$ cat config.mk
export PLATFORM = sky130hd
export DESIGN_NAME = plid_cell
export DESIGN_NICKNAME = d
export VERILOG_FILES = /design/src/sv/plid_pkg.sv /design/src/sv/plid_cell.sv
export SDC_FILE = /design/constraint.sdc
export NUM_CORES = 1
export LEC_CHECK = 0
export BUFFER_PORTS_ARGS = -buffer_cell sky130_fd_sc_hd__buf_2
export CAP_MARGIN = 10
export CORE_AREA = 2 2 84 86
export DETAILED_ROUTE_END_ITERATION = 6
export DIE_AREA = 0 0 86 88
export GPL_TIMING_DRIVEN = 0
export PLACE_DENSITY = 0.67
export SLEW_MARGIN = 20
export SYNTH_ARGS = -nofsm -noshare
export SYNTH_HDL_FRONTEND = slang
export SYNTH_SLANG_ARGS = --single-unit
$ cat constraint.sdc
create_clock -name clk_i -period 2.42 [get_ports clk_i]
set_input_delay 0.121 -clock clk_i [delete_from_list [all_inputs] [get_ports clk_i]]
set_output_delay 0.121 -clock clk_i [all_outputs]
set_load 0.1 [all_outputs]
$ cat src/sv/plid_pkg.sv
// package for the pair list insert/dedup unit: beat types, command and status codes,
// cell control struct and width constants
// no dependencies
package plid_pkg;

  localparam int unsigned FIELD_W   = 16;
  localparam int unsigned POS_W     = 7;
  localparam int unsigned CNT_MAX_W = 13;

  localparam int unsigned CAPACITY_DEFAULT    = 64;
  localparam int unsigned VALUE_WIDTH_DEFAULT = 16;

  typedef enum logic [1:0] {
    CMD_APPEND = 2'd0,
    CMD_INSERT = 2'd1,
    CMD_READ   = 2'd2
  } cmd_e;

  typedef enum logic [1:0] {
    STS_OK    = 2'd0,
    STS_DUP   = 2'd1,
    STS_RANGE = 2'd2,
    STS_FULL  = 2'd3
  } status_e;

  typedef enum logic [1:0] {
    ST_IDLE   = 2'b01,
    ST_COMMIT = 2'b10
  } state_e;

  typedef struct packed {
    logic [1:0]         cmd;
    logic [POS_W-1:0]   position;
    logic [FIELD_W-1:0] first_value;
    logic [FIELD_W-1:0] second_value;
  } in_beat_t;

  typedef struct packed {
    logic [1:0]         status;
    logic [POS_W-1:0]   entry_count;
    logic [FIELD_W-1:0] read_first;
    logic [FIELD_W-1:0] read_second;
  } out_beat_t;

  typedef struct packed {
    logic                 eval;
    logic                 wr_app;
    logic                 wr_ins;
    logic [CNT_MAX_W-1:0] pos;
    logic [CNT_MAX_W-1:0] count;
    logic [FIELD_W-1:0]   first_val;
    logic [FIELD_W-1:0]   second_val;
  } cell_ctl_t;

endpackage

$ cat src/sv/plid_cell.sv
// one list slot of the pair list: stored pair, duplicate match flag, read select
// shifts up from its lower neighbor on insert; depends on plid_pkg
module plid_cell #(
  parameter int unsigned IDX = 0,
  parameter int unsigned SW  = 16
) (
  input  logic                clk_i,
  input  logic                rst_ni,
  input  plid_pkg::cell_ctl_t ctl_i,
  input  logic [SW-1:0]       prev_first_i,
  input  logic [SW-1:0]       prev_second_i,
  output logic [SW-1:0]       first_o,
  output logic [SW-1:0]       second_o,
  output logic                match_o,
  output logic [SW-1:0]       rd_first_o,
  output logic [SW-1:0]       rd_second_o
);
  import plid_pkg::*;

  localparam logic [CNT_MAX_W-1:0] IDX_C = CNT_MAX_W'(IDX);

  logic [SW-1:0] first_q, first_d;
  logic [SW-1:0] second_q, second_d;
  logic          match_q, sel_q;
  logic          occupied;

  assign occupied = IDX_C < ctl_i.count;

  always_ff @(posedge clk_i or negedge rst_ni) begin
    if (!rst_ni) begin
      match_q <= 1'b0;
      sel_q   <= 1'b0;
    end else if (ctl_i.eval) begin
      match_q <= occupied && (first_q == ctl_i.first_val[SW-1:0])
                 && (second_q == ctl_i.second_val[SW-1:0]);
      sel_q   <= (IDX_C == ctl_i.pos);
    end
  end

  always_comb begin
    first_d  = first_q;
    second_d = second_q;
    if (ctl_i.wr_app && (IDX_C == ctl_i.count)) begin
      first_d  = ctl_i.first_val[SW-1:0];
      second_d = ctl_i.second_val[SW-1:0];
    end else if (ctl_i.wr_ins) begin
      if (IDX_C == ctl_i.pos) begin
        first_d  = ctl_i.first_val[SW-1:0];
        second_d = ctl_i.second_val[SW-1:0];
      end else if ((IDX_C > ctl_i.pos) && (IDX_C <= ctl_i.count)) begin
        first_d  = prev_first_i;
        second_d = prev_second_i;
      end
    end
  end

  always_ff @(posedge clk_i) begin
    first_q  <= first_d;
    second_q <= second_d;
  end

  assign first_o     = first_q;
  assign second_o    = second_q;
  assign match_o     = match_q;
  assign rd_first_o  = sel_q ? first_q : '0;
  assign rd_second_o = sel_q ? second_q : '0;

endmodule

==> results of run 1 <==
per-layer routing:
layer	global-route usage (%)	part of all wire, %
met2	27.2	49
met3	3.86	7.3
met5	0	0
met4	5.63	1.2
met1	20.8	42
worst max-delay path: cells and delay by family (launching register included):
kind | cells | cell delay [ps]
flops | 1 | 400
simple gates | 1 | 200
buf+inv | 2 | 850
synthesized netlist by cell type (2+ instances only):
master / number / share of area (%)
buf_12: 3 / 2.6
edfxtp_1: 32 / 42
nor2_1: 4 / 0.66
clkbuf_1: 3 / 0.50
xor2_1: 30 / 12
mux2_1: 2 / 0.99
dfrtp_1: 2 / 2.2
nor4_4: 2 / 1.9
nor4_1: 8 / 2.2
mux2_4: 30 / 20
and2_1: 31 / 8.6
nand4_1: 4 / 1.1
inv_1: 3 / 0.50
nor3_1: 3 / 0.66
layout by cell type (no fill, tap or decap), drive strengths merged:
master	instances
inv	3
o31ai	1
and2	31
nand2	1
dlygate4sd3	1
xnor2	1
nand2b	1
mux2i	1
nor4b	1
mux2	32
nor2	4
nor4	10
nor3	3
edfxtp	32
nand4	5
buf	163
nand3	1
xor2	30
a21oi	1
clkinv	1
dfrtp	2
clkbuf	10
o21ai	1
o211a	1
logic make-up after synthesis:
group                  count (synthesis)
AND/OR/NAND/NOR                       57
flip-flops                            34
multiplexers                          33
XOR/XNOR                              31
buffers and inverters                  9
AO/OA/AOI/OAI                          4
report_power, final:
| part | internal [W] | switching [W] | total [W] |
|---|---|---|---|
| Clock | 0.000230 | 0.000211 | 0.000441 |
| Sequential | 0.000642 | 0.0000000840 | 0.000642 |
| Combinational | 0.000106 | 0.0000610 | 0.000167 |
final cells by class:
type                       count  area share (%)
tap                           80            3.03
sequential                    34            30.6
clock buffer                   7            2.61
multi-input combinational    125            35.9
inverter                       3           0.341
buffer                         6            2.16
timing repair buffer         161            25.2
clock inverter                 1           0.151
sequential cells by signal, indices dropped and copies added, names as in the netlist:
signal / flops
first_o: 16
match_o: 1
second_o: 16
sel_q: 1
per-stage QoR:
stage | util (%) | hold WS (ps) | setup WS (ps)
after floorplan | - | -175 | 361
after global placement | 47.7 | -91.3 | -147
after detailed placement | 48.2 | -90.7 | 399
after CTS | 49.8 | 57.4 | 523
after global routing | 49.8 | 49.8 | 422
final | 49.8 | 65.5 | 568
how the worst min path moves through the flow:
stage / start / end / slack, ps / cells past startpoint
4_1_cts: ctl_i[60] / sel_q / 60 / 2
5_1_grt: ctl_i[60] / sel_q / 50 / 2
6_report: ctl_i[60] / sel_q / 70 / 2
3_5_place_dp: rst_ni / sel_q / -90 / 1
2_1_floorplan: rst_ni / match_o / -170 / 0
3_3_place_gp: rst_ni / sel_q / -90 / 1
repair_timing:
action,in CTS,in global routing
hold buffers,1,0
endpoints found under the hold margin,2,0
setup buffers,0,0
gates resized for setup,0,0
==> flow_metrics.py, run 1 <==
metrics = {
    "clock_network": {
        "clock_latency_ps": 280,
        "root_buffer": "clkbuf_8",
        "clock_path_buffers": 2,
        "cts_tree": "done",
        "cts_sinks": 34,
        "clk_pin_slew_ps": 70,
        "numCtsBuffers": 5,
        "htree_levels": 2,
    },
    "logic_synthesis": {
        "synth_edf_count": 32,
        "synthArstFlopShare_pct": 5.88,
        "syn_nets": 263,
        "synth-adder-area-share_pct": 0,
        "synthMuxAreaShare_pct": 21.3,
        "synth-compound-area-share_pct": 1.21,
        "yosys.area_share.simple_pct": 17.3,
        "netlist_area_um2": 2270,
        "synth_area_per_cell_um2": 13.5,
        "synthCells": 168,
        "synthDistinctLibCells": 25,
        "seq_area_frac_synth_pct": 44.6,
        "ys_ff_latch": 34,
        "synth-main-ff-cell": "edfxtp_1",
        "yosysWarnings": 0,
        "synthXorXnorAreaFrac_pct": 12.0,
        "synth_top_family_by_area": "multiplexers",
    },
    "setup_path": {
        "path_cells": "clkbuf_1 -> and2_1 -> buf_2",
        "ff2ff_path_depth": 4,
        "end_kind": "primary output",
        "rrSetupSlack_ps": 910,
        "crit_arrival_ps": 1730,
        "worstSetupPathType": "register to primary output",
        "rr_startpoint": "first_o[13]",
        "startpoint": "sel_q",
        "critPathMaxStageDelay_ps": 430,
        "crit_path_end": "rd_second_o[9]",
        "cp.required_ps": 2300,
        "cp_slowest_cell": "buf_2",
        "path_max_fanout": 10,
        "critPathLaunchType": "register",
        "r2r_end": "match_o",
    },
    "detailed_routing": {
        "via_count": 1903,
        "routed_via_density": 4.56,
        "ant_nets": 0,
        "drt_first_pass_iters": 4,
        "drc": 0,
        "drt-initial-drc-count": 39,
        "wl_per_cell_um": 14.7,
        "routed_wl_um": 6120,
    },
    "run": {
        "maxCapViolCount": 0,
    },
    "finish": {
        "final_cell_area_um2": 3310,
        "multiInputGateArea_um2": 1190,
        "drive_gt1_share_pct": 61.4,
        "fillers": 627,
        "instances_no_fill": 417,
        "regArea_um2": 1010,
        "synthToLayoutAreaGrowth_pct": 45.8,
        "final_net_count": 431,
        "num_antenna_cells": 0,
    },
    "timing": {
        "rsz0062_at_grt": "no",
        "setup_viol": 0,
        "maxSlewViolCount": 0,
        "fin_crit_ps": 1850,
        "min_period_over_period_pct": 76.5,
        "fmax_mhz": 540,
        "relSlewSlack_pct": 57.2,
        "worst_pin_slew_ps": 639,
        "clock_skew_ps": 4.63,
        "fin_tns_setup_ps": 0,
        "hold_violations": 0,
    },
    "global_routing": {
        "antenna_found_initial": 0,
        "grt_pass1_vias": 1826,
        "grt_usage_pct": 16.3,
        "gr-total-overflow": 0,
        "grt_max_degree": 18,
        "grt_pass1_wl_um": 9230,
    },
    "floorplanning": {
        "start_util_pct": 34.1,
        "pin_count": 160,
        "fp.dieArea_um2": 7570,
        "rows": 30,
        "core_um2": 6640,
        "die_w_um": 86,
        "die_h_um": 88,
    },
    "placement": {
        "finalWeightedCongestion": 0.738,
        "dp.cells": 408,
        "placed_area_um2": 3200,
        "hpwl_um": 4920,
        "numPortBuffers": 159,
    },
    "worst_hold_path": {
        "hold_class": "primary input to register",
    },
    "status": {
        "status": "completed",
    },
    "pwr": {
        "p_leak_nw": 1.60,
        "powerDensity_nw_per_um2": 378,
        "total_power_w": 0.00125,
        "ir_drop_v": 0.000144,
    },
}
No activity file was read; power rests on OpenSTA's default activity.
==> inputs of run 2 (changes only) <==
Clock period 2.42 ns to 1.83 ns, I/O delays scaled along.
==> flow_metrics.py, run 2 (synthesized netlist as in run 1, its figures left out) <==
metrics = {
    "status": {
        "status": "completed",
    },
    "placement": {
        "placed_area_um2": 3220,
        "finalWeightedCongestion": 0.755,
        "dp_slack_ps": -379,
        "numPortBuffers": 159,
        "hpwl_um": 5160,
    },
    "floorplanning": {
        "core_um2": 6640,
        "pin_count": 160,
        "fp.dieArea_um2": 7570,
        "die_h_um": 88,
        "rows": 30,
        "start_util_pct": 34.1,
        "die_w_um": 86,
    },
    "clock_network": {
        "htree_levels": 2,
        "clock_path_buffers": 2,
        "numCtsBuffers": 5,
        "cts_tree": "done",
        "root_buffer": "clkbuf_8",
        "cts_sinks": 34,
        "clk_pin_slew_ps": 70,
        "clock_latency_ps": 280,
    },
    "setup_path": {
        "startpoint": "sel_q",
        "cp.required_ps": 1740,
        "ff2ff_path_depth": 4,
        "worstSetupPathType": "register to primary output",
        "end_kind": "primary output",
        "critPathLaunchType": "register",
        "crit_arrival_ps": 1610,
        "path_max_fanout": 10,
        "r2r_end": "match_o",
        "rr_startpoint": "first_o[13]",
        "rrSetupSlack_ps": 270,
    },
    "worst_hold_path": {
        "hold_class": "primary input to register",
        "hp-start": "ctl_i[60]",
        "hold_depth": 2,
        "hold_end": "sel_q",
    },
    "global_routing": {
        "antenna_found_initial": 0,
        "grt_max_degree": 17,
        "grt_usage_pct": 17.1,
        "grt_pass1_vias": 1929,
        "grt_pass1_wl_um": 9630,
        "gr-total-overflow": 0,
    },
    "finish": {
        "final_cell_area_um2": 3350,
        "synthToLayoutAreaGrowth_pct": 48.0,
        "final_common_cell": "buf_2",
        "drive_gt1_share_pct": 70.6,
        "final_cell_mix": "149 x buf_2, 32 x edfxtp_1, 31 x and2_2, 30 x mux2_4, 30 x xor2_1",
        "final_net_count": 431,
        "num_antenna_cells": 0,
    },
    "timing": {
        "worst_pin_slew_ps": 615,
        "setup_ws_ps": 129,
        "clock_skew_ps": 5.62,
        "min_period_over_period_pct": 93.0,
        "rsz0062_at_grt": "no",
        "hold_violations": 0,
        "relSlewSlack_pct": 58.8,
        "fin_crit_ps": 1700,
        "maxSlewViolCount": 0,
        "fmax_mhz": 588,
        "setup_viol": 0,
    },
    "detailed_routing": {
        "drt-initial-drc-count": 23,
        "drt_first_pass_iters": 4,
        "via_count": 1951,
        "routed_via_density": 4.68,
        "wl_per_cell_um": 16.1,
        "drc": 0,
        "routed_wl_um": 6710,
        "ant_nets": 0,
    },
    "pwr": {
        "total_power_w": 0.00161,
        "p_leak_nw": 1.62,
        "ir_drop_v": 0.000209,
        "powerDensity_nw_per_um2": 480,
    },
    "run": {
        "maxCapViolCount": 0,
    },
}
run 2: changes by cell type in the layout (fill, tap and decap cells not counted), moves of 2 or more:
cell      delta
and2_1      -31
and2_2      +31
buf_2       -10
buf_4       +10
clkbuf_2     +2
run 2: layout make-up:
class                      count  area, µm²
timing repair buffer         160        831
inverter                       3       11.3
multi-input combinational    126       1250
tap                           80        100
sequential                    34       1010
buffer                         6       73.8
fill                         623       3290
clock buffer                   8       80.1
run 2: how the worst max path moves through the flow:
stage / to / slack (ps)
floorplan: match_o / 50
global placement: second_o[13] / -330
detailed placement: first_o[13] / -380
CTS: rd_first_o[12] / 60
global route: rd_first_o[12] / 20
finish: rd_first_o[1] / 130
run 2: layer usage:
| layer | vias to the layer above | GRT usage (%) | wire length [µm] |
|---|---|---|---|
| met1 | 896 | 20.5 | 2810 |
| met4 | 0 | 4.47 | 61 |
| met2 | 106 | 30.5 | 3340 |
| met3 | 5 | 4.24 | 502 |
| li1 | 944 | - | - |
| met5 | - | 0 | 0 |
run 2: timing repair:
item                                    in CTS  in global routing
hold buffers                                 1                  0
endpoints found under the setup margin      62                  0
resized for setup                           13                  0
buffers inserted                             0                  0
endpoints found under the hold margin        2                  0
run 2: stage by stage:
stage	setup TNS (ps)	util [%]	hold WS, ps	std cells
after floorplan	0	-	-204	168
after global placement	-10390	48.5	-122	407
after detailed placement	-12090	48.5	-121	407
after CTS	0	50.5	38.2	417
after global routing	0	50.5	46.7	417
final	0	50.5	53.1	417
run 2: critical path, stage by stage (launching register included):
cell and delay, ps:
dfrtp_1 430, clkbuf_1 380, and2_2 230, buf_4 290
run 2: power breakdown:
| part | internal (W) | switching [W] |
|---|---|---|
| Sequential | 0.000850 | 0.000000120 |
| Combinational | 0.000140 | 0.0000834 |
| Clock | 0.000271 | 0.000266 |
==> inputs of run 3 (changes only) <==
Settings changed: CTS_BUF_LIST from default to sky130_fd_sc_hd__clkbuf_4 sky130_fd_sc_hd__clkbuf_8.
==> flow_metrics.py, run 3 (synthesized netlist as in run 1, its figures left out) <==
metrics = {
    "clock_network": {
        "clock_path_buffers": 2,
        "root_buffer": "clkbuf_8",
        "clk_pin_slew_ps": 70,
        "post_cts_buffers": 0,
        "cts_sinks": 34,
        "clock_latency_ps": 280,
        "numCtsBuffers": 5,
        "cts_tree": "done",
        "htree_levels": 2,
    },
    "floorplanning": {
        "die_h_um": 88,
        "fp.dieArea_um2": 7570,
        "die_w_um": 86,
        "rows": 30,
        "core_um2": 6640,
        "start_util_pct": 34.1,
        "pin_count": 160,
    },
    "setup_path": {
        "path_max_fanout": 10,
        "worstSetupPathType": "register to primary output",
        "crit_arrival_ps": 1610,
        "critPathLaunchType": "register",
        "cp.required_ps": 1740,
        "end_kind": "primary output",
    },
    "timing": {
        "min_period_over_period_pct": 92.7,
        "whs_ps": 56.4,
        "hold_violations": 0,
        "setup_ws_ps": 133,
        "relSlewSlack_pct": 59.1,
        "worst_pin_slew_ps": 611,
        "maxSlewViolCount": 0,
        "fmax_mhz": 589,
        "fin_crit_ps": 1700,
        "setup_viol": 0,
        "rsz0062_at_grt": "no",
        "clock_skew_ps": 7.09,
    },
    "detailed_routing": {
        "via_count": 1948,
        "routed_via_density": 4.67,
        "drt-initial-drc-count": 32,
        "routed_wl_um": 6720,
        "drc": 0,
        "ant_nets": 0,
        "drt_first_pass_iters": 4,
        "wl_per_cell_um": 16.1,
    },
    "global_routing": {
        "grt_max_degree": 17,
        "grt_pass1_wl_um": 9660,
        "grt_usage_pct": 17.1,
        "gr-total-overflow": 0,
        "antenna_found_initial": 0,
        "grt_pass1_vias": 1935,
    },
    "pwr": {
        "p_leak_nw": 1.63,
        "ir_drop_v": 0.000194,
        "total_power_w": 0.00166,
        "powerDensity_nw_per_um2": 492,
    },
    "worst_hold_path": {
        "hold_class": "primary input to register",
    },
    "run": {
        "maxCapViolCount": 0,
    },
    "finish": {
        "regArea_um2": 1010,
        "final_cell_mix": "149 x buf_2, 32 x edfxtp_1, 31 x and2_2, 30 x mux2_4, 30 x xor2_1",
        "multiInputGateArea_um2": 1250,
        "post-route-util_pct": 50.7,
        "final_net_count": 431,
        "final_common_cell": "buf_2",
        "fillers": 624,
        "num_antenna_cells": 0,
        "synthToLayoutAreaGrowth_pct": 48.5,
        "drive_gt1_share_pct": 71.5,
    },
    "placement": {
        "dp_slack_ps": -379,
        "numPortBuffers": 159,
        "hpwl_um": 5160,
        "finalWeightedCongestion": 0.755,
    },
    "status": {
        "status": "completed",
    },
}
[run 3: cell types whose count changed in the layout (fill, tap and decap cells not counted)]
| cell | previous run | this run |
|---|---|---|
| clkbuf_1 | 4 | 1 |
| clkbuf_4 | 0 | 3 |
[run 3: path summary, 6_finish.rpt]
kind | slack [ps] | from | depth (start not counted) | end
min in group asynchronous | 120 | rst_ni | 2 | sel_q
min reg2reg | 490 | match_o | 2 | match_o
min | 60 | ctl_i[60] | 2 | sel_q
max | 130 | sel_q | 3 | rd_first_o[12]
max in group asynchronous | 1620 | rst_ni | 2 | match_o
max reg2reg | 270 | first_o[13] | 4 | match_o
[run 3: routing by layer]
| layer | routed length [µm] | track usage [%] |
|---|---|---|
| met2 | 3350 | 30.6 |
| met3 | 502 | 4.24 |
| met5 | 0 | 0 |
| met4 | 62 | 4.47 |
| met1 | 2800 | 20.6 |
[run 3: through the flow]
step                      setup TNS (ps)  cells  area, µm²
final                                  0    417       3370
after global routing                   0    417       3370
after CTS                              0    417       3370
after detailed placement          -12090    407       3220
after global placement            -10390    407       3220
after floorplan                        0    168       2320
[run 3: what timing repair did]
action                                 4_1_cts  5_1_grt
hold buffers                                 1        0
setup endpoints to repair                   62        0
resized for setup                           13        0
endpoints found under the hold margin        2        0
[run 3: power by group]
part | leakage [nW] | internal, W | switching [W]
clock | 0.0498 | 0.000315 | 0.000269
combinational | 1.26 | 0.000140 | 0.0000835
sequential | 0.315 | 0.000850 | 0.000000120
[run 3: critical path: stages, from the launching register on]
cell	delay, ps
dfrtp_1	430
clkbuf_2	280
and2_2	180
buf_2	420
[run 3: final cells by class]
type | count | share of cell area (%)
multi-input combinational | 126 | 37.1
sequential | 34 | 30.0
buffer | 6 | 2.19
clock buffer | 8 | 2.71
inverter | 3 | 0.335
timing repair buffer | 160 | 24.7
tap | 80 | 2.97
